**src/mmtr_pkg.sv**
```systemverilog
`timescale 1ns / 1ps
// ----------------------------------------------------------------------------
// Mueller-Muller timing recovery package
// Widths, register map, reset values and shared types of the block.
// ----------------------------------------------------------------------------
package mmtr_pkg;

   localparam int FRAC_BITS = 24;
   localparam int SAMPLE_W  = 16;
   localparam int GAIN_W    = 32;
   localparam int SKIP_W    = 8;

   // Products of a sample and a gain, and the sums built from them.
   localparam int PROD_W  = SAMPLE_W + GAIN_W;
   localparam int TERM_W  = PROD_W + 1;
   localparam int ERR_W   = TERM_W + 1;
   localparam int STEP_W  = ERR_W + 1;
   localparam int PHASE_W = STEP_W + 1;
   localparam int INT_W   = PHASE_W - FRAC_BITS;

   localparam int ADDR_W    = 5;
   localparam int DATA_W    = 32;
   localparam int REG_IDX_W = 3;

   localparam logic [REG_IDX_W-1:0] REG_STEP_GAIN    = 3'd0;
   localparam logic [REG_IDX_W-1:0] REG_PHASE_GAIN   = 3'd1;
   localparam logic [REG_IDX_W-1:0] REG_NOMINAL_STEP = 3'd2;
   localparam logic [REG_IDX_W-1:0] REG_STEP_MIN     = 3'd3;
   localparam logic [REG_IDX_W-1:0] REG_STEP_MAX     = 3'd4;

   localparam logic KIND_SAMPLE  = 1'b0;
   localparam logic KIND_RESTART = 1'b1;

   localparam logic [GAIN_W-1:0] NOMINAL_STEP_RESET = 32'd134217728;
   localparam logic [GAIN_W-1:0] STEP_MIN_RESET     = 32'd16777216;
   localparam logic [GAIN_W-1:0] STEP_MAX_RESET     = 32'hFFFF_FFFF;

   localparam logic [SKIP_W-1:0] ADVANCE_MIN = 8'd1;
   localparam logic [SKIP_W-1:0] ADVANCE_MAX = 8'd255;

   typedef struct packed {
      logic signed [GAIN_W-1:0] step_gain;
      logic signed [GAIN_W-1:0] phase_gain;
      logic        [GAIN_W-1:0] nominal_step;
      logic        [GAIN_W-1:0] step_min;
      logic        [GAIN_W-1:0] step_max;
   } mmtr_cfg_type;

   // One item after the gain multipliers.
   typedef struct packed {
      logic                       valid;
      logic                       kind;
      logic signed [SAMPLE_W-1:0] sample;
      logic signed [PROD_W-1:0]   step_prod;
      logic signed [PROD_W-1:0]   phase_prod;
   } mmtr_prod_type;

endpackage

```
**src/mmtr_rsp_if.sv**
```systemverilog
`timescale 1ns / 1ps
// ----------------------------------------------------------------------------
// Mueller-Muller timing recovery result channel
// Valid/ready channel carrying one symbol decision transaction.
// ----------------------------------------------------------------------------
interface mmtr_rsp_if;
   logic                                valid;
   logic                                ready;
   logic signed [mmtr_pkg::SAMPLE_W-1:0] decision;
   logic                                advance_clamped;

   modport source (output valid, output decision, output advance_clamped, input ready);
   modport sink (input valid, input decision, input advance_clamped, output ready);
   modport monitor (input valid, input decision, input advance_clamped, input ready);
endinterface

```
**src/mmtr_loop.sv**
```systemverilog
`timescale 1ns / 1ps
// ----------------------------------------------------------------------------
// Mueller-Muller timing recovery loop stage
// Skip counting, error forming, step and phase update, decision register.
// ----------------------------------------------------------------------------
module mmtr_loop (
   input  logic                    clock,
   input  logic                    reset,
   input  mmtr_pkg::mmtr_cfg_type  cfg,
   input  mmtr_pkg::mmtr_prod_type item,
   output logic                    item_take,
   mmtr_rsp_if.source              rsp_chan
);

   logic [mmtr_pkg::SKIP_W-1:0]            skip_ff, skip_in;
   logic [mmtr_pkg::GAIN_W-1:0]            step_ff, step_in;
   logic [mmtr_pkg::GAIN_W-1:0]            phase_ff, phase_in;
   logic signed [mmtr_pkg::SAMPLE_W-1:0]   prev_ff, prev_in;
   logic signed [mmtr_pkg::PROD_W-1:0]     prev_sprod_ff, prev_sprod_in;
   logic signed [mmtr_pkg::PROD_W-1:0]     prev_pprod_ff, prev_pprod_in;
   logic                                   rsp_valid_ff, rsp_valid_in;
   logic signed [mmtr_pkg::SAMPLE_W-1:0]   rsp_decision_ff;
   logic                                   rsp_clamped_ff, rsp_clamped_in;

   logic                                   is_restart, is_decision, out_free;
   logic                                   prev_pos, prev_neg, cur_pos, cur_neg;
   logic signed [mmtr_pkg::TERM_W-1:0]     step_term_cur, step_term_prev;
   logic signed [mmtr_pkg::TERM_W-1:0]     phase_term_cur, phase_term_prev;
   logic signed [mmtr_pkg::ERR_W-1:0]      step_err, phase_err;
   logic signed [mmtr_pkg::STEP_W-1:0]     step_raw, step_lo, step_hi;
   logic [mmtr_pkg::GAIN_W-1:0]            step_clamped;
   logic signed [mmtr_pkg::PHASE_W-1:0]    phase_sum;
   logic signed [mmtr_pkg::INT_W-1:0]      advance;
   logic                                   adv_low, adv_high;
   logic [mmtr_pkg::SKIP_W-1:0]            skip_next;

   // Product times sign(v): the product itself, its negation or zero.
   function automatic logic signed [mmtr_pkg::TERM_W-1:0] signed_term(
      input logic                             pos,
      input logic                             neg,
      input logic signed [mmtr_pkg::PROD_W-1:0] prod
   );
      logic signed [mmtr_pkg::TERM_W-1:0] ext;
      ext = {prod[mmtr_pkg::PROD_W-1], prod};
      if (pos) begin
         signed_term = ext;
      end else if (neg) begin
         signed_term = -ext;
      end else begin
         signed_term = '0;
      end
   endfunction

   always_comb begin
      is_restart  = (item.kind == mmtr_pkg::KIND_RESTART);
      is_decision = !is_restart && (skip_ff == '0);
      out_free    = !rsp_valid_ff || rsp_chan.ready;
      item_take   = item.valid && (!is_decision || out_free);

      prev_neg = prev_ff[mmtr_pkg::SAMPLE_W-1];
      prev_pos = !prev_neg && (prev_ff != '0);
      cur_neg  = item.sample[mmtr_pkg::SAMPLE_W-1];
      cur_pos  = !cur_neg && (item.sample != '0);

      // The error times a gain is sign(prev)*cur*gain - sign(cur)*prev*gain, built from
      // products that were formed ahead of this stage.
      step_term_cur   = signed_term(prev_pos, prev_neg, item.step_prod);
      step_term_prev  = signed_term(cur_pos, cur_neg, prev_sprod_ff);
      phase_term_cur  = signed_term(prev_pos, prev_neg, item.phase_prod);
      phase_term_prev = signed_term(cur_pos, cur_neg, prev_pprod_ff);

      step_err  = {step_term_cur[mmtr_pkg::TERM_W-1], step_term_cur}
                - {step_term_prev[mmtr_pkg::TERM_W-1], step_term_prev};
      phase_err = {phase_term_cur[mmtr_pkg::TERM_W-1], phase_term_cur}
                - {phase_term_prev[mmtr_pkg::TERM_W-1], phase_term_prev};

      step_raw = $signed({{(mmtr_pkg::STEP_W-mmtr_pkg::GAIN_W){1'b0}}, step_ff})
               + $signed({{(mmtr_pkg::STEP_W-mmtr_pkg::ERR_W){step_err[mmtr_pkg::ERR_W-1]}},
                          step_err});
      step_lo  = $signed({{(mmtr_pkg::STEP_W-mmtr_pkg::GAIN_W){1'b0}}, cfg.step_min});
      step_hi  = $signed({{(mmtr_pkg::STEP_W-mmtr_pkg::GAIN_W){1'b0}}, cfg.step_max});

      // The lower bound wins when the bounds cross.
      priority if (step_lo > step_raw) begin
         step_clamped = cfg.step_min;
      end else if (step_hi < step_raw) begin
         step_clamped = cfg.step_max;
      end else begin
         step_clamped = step_raw[mmtr_pkg::GAIN_W-1:0];
      end

      phase_sum = $signed({{(mmtr_pkg::PHASE_W-mmtr_pkg::GAIN_W){1'b0}}, phase_ff})
                + $signed({{(mmtr_pkg::PHASE_W-mmtr_pkg::GAIN_W){1'b0}}, step_clamped})
                + $signed({{(mmtr_pkg::PHASE_W-mmtr_pkg::ERR_W){phase_err[mmtr_pkg::ERR_W-1]}},
                           phase_err});

      // An arithmetic shift of the phase gives the floor of its integer part.
      advance  = phase_sum[mmtr_pkg::PHASE_W-1:mmtr_pkg::FRAC_BITS];
      adv_low  = advance[mmtr_pkg::INT_W-1] || (advance == '0);
      adv_high = !advance[mmtr_pkg::INT_W-1]
              && (advance > $signed({{(mmtr_pkg::INT_W-mmtr_pkg::SKIP_W){1'b0}},
                                     mmtr_pkg::ADVANCE_MAX}));

      priority if (adv_low) begin
         skip_next = mmtr_pkg::ADVANCE_MIN - 1'b1;
      end else if (adv_high) begin
         skip_next = mmtr_pkg::ADVANCE_MAX - 1'b1;
      end else begin
         skip_next = advance[mmtr_pkg::SKIP_W-1:0] - 1'b1;
      end

      skip_in       = skip_ff;
      step_in       = step_ff;
      phase_in      = phase_ff;
      prev_in       = prev_ff;
      // With no decision the stored products are refreshed against the current gains.
      prev_sprod_in = prev_ff * cfg.step_gain;
      prev_pprod_in = prev_ff * cfg.phase_gain;

      if (item_take) begin
         if (is_restart) begin
            skip_in       = '0;
            step_in       = cfg.nominal_step;
            phase_in      = cfg.nominal_step;
            prev_in       = '0;
            prev_sprod_in = '0;
            prev_pprod_in = '0;
         end else if (is_decision) begin
            skip_in       = skip_next;
            step_in       = step_clamped;
            phase_in      = {{(mmtr_pkg::GAIN_W-mmtr_pkg::FRAC_BITS){1'b0}},
                             phase_sum[mmtr_pkg::FRAC_BITS-1:0]};
            prev_in       = item.sample;
            prev_sprod_in = item.step_prod;
            prev_pprod_in = item.phase_prod;
         end else begin
            skip_in       = skip_ff - 1'b1;
         end
      end

      rsp_valid_in   = (item_take && is_decision) || (rsp_valid_ff && !rsp_chan.ready);
      rsp_clamped_in = adv_low || adv_high;
   end

   always_ff @(posedge clock) begin
      if (reset) begin
         skip_ff       <= '0;
         step_ff       <= mmtr_pkg::NOMINAL_STEP_RESET;
         phase_ff      <= mmtr_pkg::NOMINAL_STEP_RESET;
         prev_ff       <= '0;
         prev_sprod_ff <= '0;
         prev_pprod_ff <= '0;
         rsp_valid_ff  <= 1'b0;
      end else begin
         skip_ff       <= skip_in;
         step_ff       <= step_in;
         phase_ff      <= phase_in;
         prev_ff       <= prev_in;
         prev_sprod_ff <= prev_sprod_in;
         prev_pprod_ff <= prev_pprod_in;
         rsp_valid_ff  <= rsp_valid_in;
      end
   end

   always_ff @(posedge clock) begin
      if (item_take && is_decision) begin
         rsp_decision_ff <= item.sample;
         rsp_clamped_ff  <= rsp_clamped_in;
      end
   end

   assign rsp_chan.valid           = rsp_valid_ff;
   assign rsp_chan.decision        = rsp_decision_ff;
   assign rsp_chan.advance_clamped = rsp_clamped_ff;

endmodule

```
**src/flat_wrapper.sv**
```systemverilog
// flat-port wrapper written by rule: the top's interface ports become plain ports
module mmtr_loop_flat 
  (clock, reset, cfg, item, item_take, rsp_chan_valid, rsp_chan_decision, rsp_chan_advance_clamped, rsp_chan_ready);
  mmtr_rsp_if rsp_chan_i ();
  input  logic clock;
  input  logic reset;
  input  mmtr_pkg::mmtr_cfg_type cfg;
  input  mmtr_pkg::mmtr_prod_type item;
  output logic item_take;
  output wire logic [$bits(rsp_chan_i.valid)-1:0] rsp_chan_valid;
  output wire logic [$bits(rsp_chan_i.decision)-1:0] rsp_chan_decision;
  output wire logic [$bits(rsp_chan_i.advance_clamped)-1:0] rsp_chan_advance_clamped;
  input wire logic [$bits(rsp_chan_i.ready)-1:0] rsp_chan_ready;
  assign rsp_chan_valid = rsp_chan_i.valid;
  assign rsp_chan_decision = rsp_chan_i.decision;
  assign rsp_chan_advance_clamped = rsp_chan_i.advance_clamped;
  assign rsp_chan_i.ready = rsp_chan_ready;
  mmtr_loop u_core (.clock(clock), .reset(reset), .cfg(cfg), .item(item), .item_take(item_take), .rsp_chan(rsp_chan_i));
endmodule
```
**config.mk**
```make
export PLATFORM = sky130hd
export DESIGN_NAME = mmtr_loop_flat
export DESIGN_NICKNAME = d
export VERILOG_FILES = /design/src/mmtr_pkg.sv /design/src/mmtr_rsp_if.sv /design/src/mmtr_loop.sv /design/src/flat_wrapper.sv
export SDC_FILE = /design/constraint.sdc
export NUM_CORES = 2
export LEC_CHECK = 0
export ABC_AREA = 1
export BUFFER_PORTS_ARGS = -buffer_cell sky130_fd_sc_hd__buf_2
export CAP_MARGIN = 20
export CORE_UTILIZATION = 40
export DETAILED_ROUTE_END_ITERATION = 7
export GPL_ROUTABILITY_DRIVEN = 0
export HOLD_SLACK_MARGIN = 0.02
export MAX_ROUTING_LAYER = met4
export PLACE_DENSITY = 0.59
export SLEW_MARGIN = 0
export SYNTH_ARGS = -nofsm -noshare
export SYNTH_HDL_FRONTEND = slang
export SYNTH_SLANG_ARGS = --single-unit
```
**constraint.sdc**
```tcl
create_clock -name clock -period 14.45 [get_ports clock]
set_input_delay 0.7225 -clock clock [delete_from_list [all_inputs] [get_ports clock]]
set_output_delay 0.7225 -clock clock [all_outputs]
set_load 0.03 [all_outputs]
```
==> out/metrics.csv <==
stage;metric;value;unit
setup_path;critical_path_class;reg -> reg;
drt;routed_wl;241000;um
floorplanning;core.rowCount;145;
layout;final_cell_mix;inv_1, nand2_1, fa_1;
floorplanning;die_h;400;um
timing;clock.fmax;72.3;MHz
setup_path;crit_cells;73;
layout;final_cells;11359;
timing;skew;0.0574;ns
synth;yosysUniqueCellTypes;68;
global_route;grt.overflow.total;0;
setup_path;setup.worst_path.start;u_core.prev_sprod_ff[0];
setup_path;crit_arrival;14.28;ns
clocking;numCtsBuffers;25;
setup_path;path_common_cell;nand2_1;
placement;portBuffers;295;
placement;post-place-ws;0.346;ns
setup_path;r2r_start;u_core.prev_sprod_ff[0];
global_route;grt_pass1_wl;367000;um
drt;avgRoutedWirePerCell;21.2;um
setup_path;rr_worst_depth;73;
layout;nets;11006;
global_route;grt_pass1_vias;61003;
timing;hold_viol;0;
setup_path;cpPeakStageDelay;0.55;ns
global_route;track_usage;30.6;%
clocking;cts_setup_buffers;0;
synth;netlist_area;63500;um^2
floorplanning;core_area;157000;um^2
clocking;cts-root-buf;clkbuf_16;
floorplanning;start_util;40.5;%
drt;first_pass_iters;8;
layout;drive_gt1_share;6.61;%
setup_path;cp-end-kind;flip-flop;
drt;drt_iter0_markers;6621;
synth;yosysWarnings;0;
placement;dp_hpwl;199000;um
outcome;outcome;complete, but fails checks;
setup_path;startpoint_type;flip-flop;
clocking;htreeDepth;1;
timing;setup_viol;0;
hold_path;min_path_cells;1;
clocking;cts_buffer_depth;3;
setup_path;cp_num_buf_inv;5;
clocking;clkTransAtPathRegs;0.06;ns
setup_path;rr_endpoint;u_core.skip_ff[4];
flow_run;drv_cap;0;
synth;synthTopCellsByArea;fa_1, inv_1, nand2_1;
global_route;antenna_found_initial;47;
synth;syn-num-nets;10919;
clocking;post_cts_resized;0;
timing;period_minus_slack;13.83;ns
floorplanning;dieWidth;400;um
synth;synth-main-ff-cell;dfxtp_1;
synth;yosysSeqAreaShare;6.64;%
setup_path;cp_top_family;simple AND/OR/NAND/NOR gates;
outcome;failed_checks;design-rule violations;
drt;ant_nets;0;
drt;drc_errors;4;
synth;synth_cells;9149;
placement;dp_cells;11267;
floorplanning;ioPinCount;296;
clocking;clock_latency;0.65;ns
layout;final_util;43.3;%
timing;worstMarginPinSlew;1.08;ns
timing;slew_headroom;27.0;%
timing;drv_slew;0;
synth;ys_seq_elements;202;
timing;worst_slack;0.623;ns
setup_path;crit_path_max_fanout;15;
layout;synthToLayoutAreaGrowth;7.10;%
timing;finalCritPeriodShare;95.7;%
synth;synth_top_area_cell;fa_1;
hold_path;hold_class;in -> reg;
setup_path;required;14.90;ns
setup_path;crit_end;u_core.skip_ff[4];
clocking;clock_sinks;202;
clocking;cts_tree;yes;
timing;fin_setup_tns;0;ns
synth;synth.avg_cell_area;6.94;um^2
synth;synth_edf_count;17;
drt;viasPerCell;5.40;
floorplanning;dieArea;160000;um^2
layout;final_common_cell;inv_1;
drt;vias;61288;
clocking;cts_hold_buf;0;
setup_path;cp_slowest_cell;fa_1;
setup_path;reg2reg_slack;0.62;ns
global_route;grt_max_degree;81;
synth;async_flop_share;0;%
synth;yosysTopAreaCellShare;32.7;%
## through the flow
step	cell area (um^2)	hold slack, ns
after floorplan	63500	0.440
after global placement	67000	0.454
after detailed placement	67000	0.462
after CTS	67800	0.316
after global routing	68000	0.332
final	68000	0.326
## worst register-to-register path, delay by kind of cell, from the launching register on
family	cells	cell delay, ns
and+or+nand+nor	45	6.99
AOI/OAI and AO/OA	15	3.03
adders and majority gates	7	2.66
buffers and inverters	5	0.33
DFF	1	0.32
xor gates and xnor gates	1	0.29
## final cells by class
| class | count | area (um^2) |
|---|---|---|
| Tap cell | 2058 | 2570 |
| Multi-Input combinational cell | 6425 | 49900 |
| Clock buffer | 28 | 647 |
| Antenna cell | 47 | 118 |
| Clock inverter | 17 | 159 |
| Fill cell | 16339 | 88900 |
| Inverter | 2214 | 8320 |
| Sequential cell | 202 | 4230 |
| Timing Repair Buffer | 368 | 2030 |
## synth_stat cells (42+ instances only)
| library cell | n |
|---|---|
| inv_1 | 2204 |
| nand2_1 | 2108 |
| fa_1 | 1038 |
| nor2_1 | 563 |
| a21oi_1 | 541 |
| ha_1 | 455 |
| o21ai_0 | 452 |
| nand3_1 | 363 |
| clkbuf_1 | 234 |
| dfxtp_1 | 185 |
| or2_2 | 96 |
| xor2_1 | 96 |
| nor3_1 | 84 |
| nand4_1 | 70 |
| xnor2_1 | 66 |
| buf_1 | 60 |
| a31oi_1 | 42 |
## flip-flops by register name, summed over array words and instances (netlist names)
name and cells:
u_core.phase_ff 32, u_core.prev_ff 16, u_core.prev_pprod_ff 48, u_core.prev_sprod_ff 48, u_core.rsp_chan.advance_clamped 1, u_core.rsp_chan.decision 16
u_core.rsp_chan.valid 1, u_core.skip_ff 8, u_core.step_ff 32
## metal layers
metal / global-route usage (%) / vias up / part of all wire (%)
met5: - / - / 0
met4: 14.6 / 0 / 5.8
met3: 6.80 / 510 / 11
met2: 44.8 / 3075 / 42
met1: 40.1 / 29634 / 42
li1: - / 28069 / -
## logic make-up after synthesis
kind of cell,share of synthesized area [%]
xor gates and xnor gates,2.23
AOI/OAI and AO/OA,11.2
DFF,6.64
buffers and inverters,15.0
muxes,0.254
adders and majority gates,41.7
and+or+nand+nor,23.0
## worst min path at each step
stage                              startpoint                           to
after floorplan            u_core.step_ff[27]           u_core.step_ff[27]
after detailed placement  u_core.phase_ff[29]          u_core.phase_ff[29]
after global routing                item[103]  u_core.rsp_chan.decision[7]
after CTS                            item[98]  u_core.rsp_chan.decision[2]
after global placement     u_core.step_ff[27]           u_core.step_ff[27]
final                                item[98]  u_core.rsp_chan.decision[2]
Power is left out: the tool's default activity adds up to more than one toggle a clock period on the data nets, which glitch-free logic cannot reach.
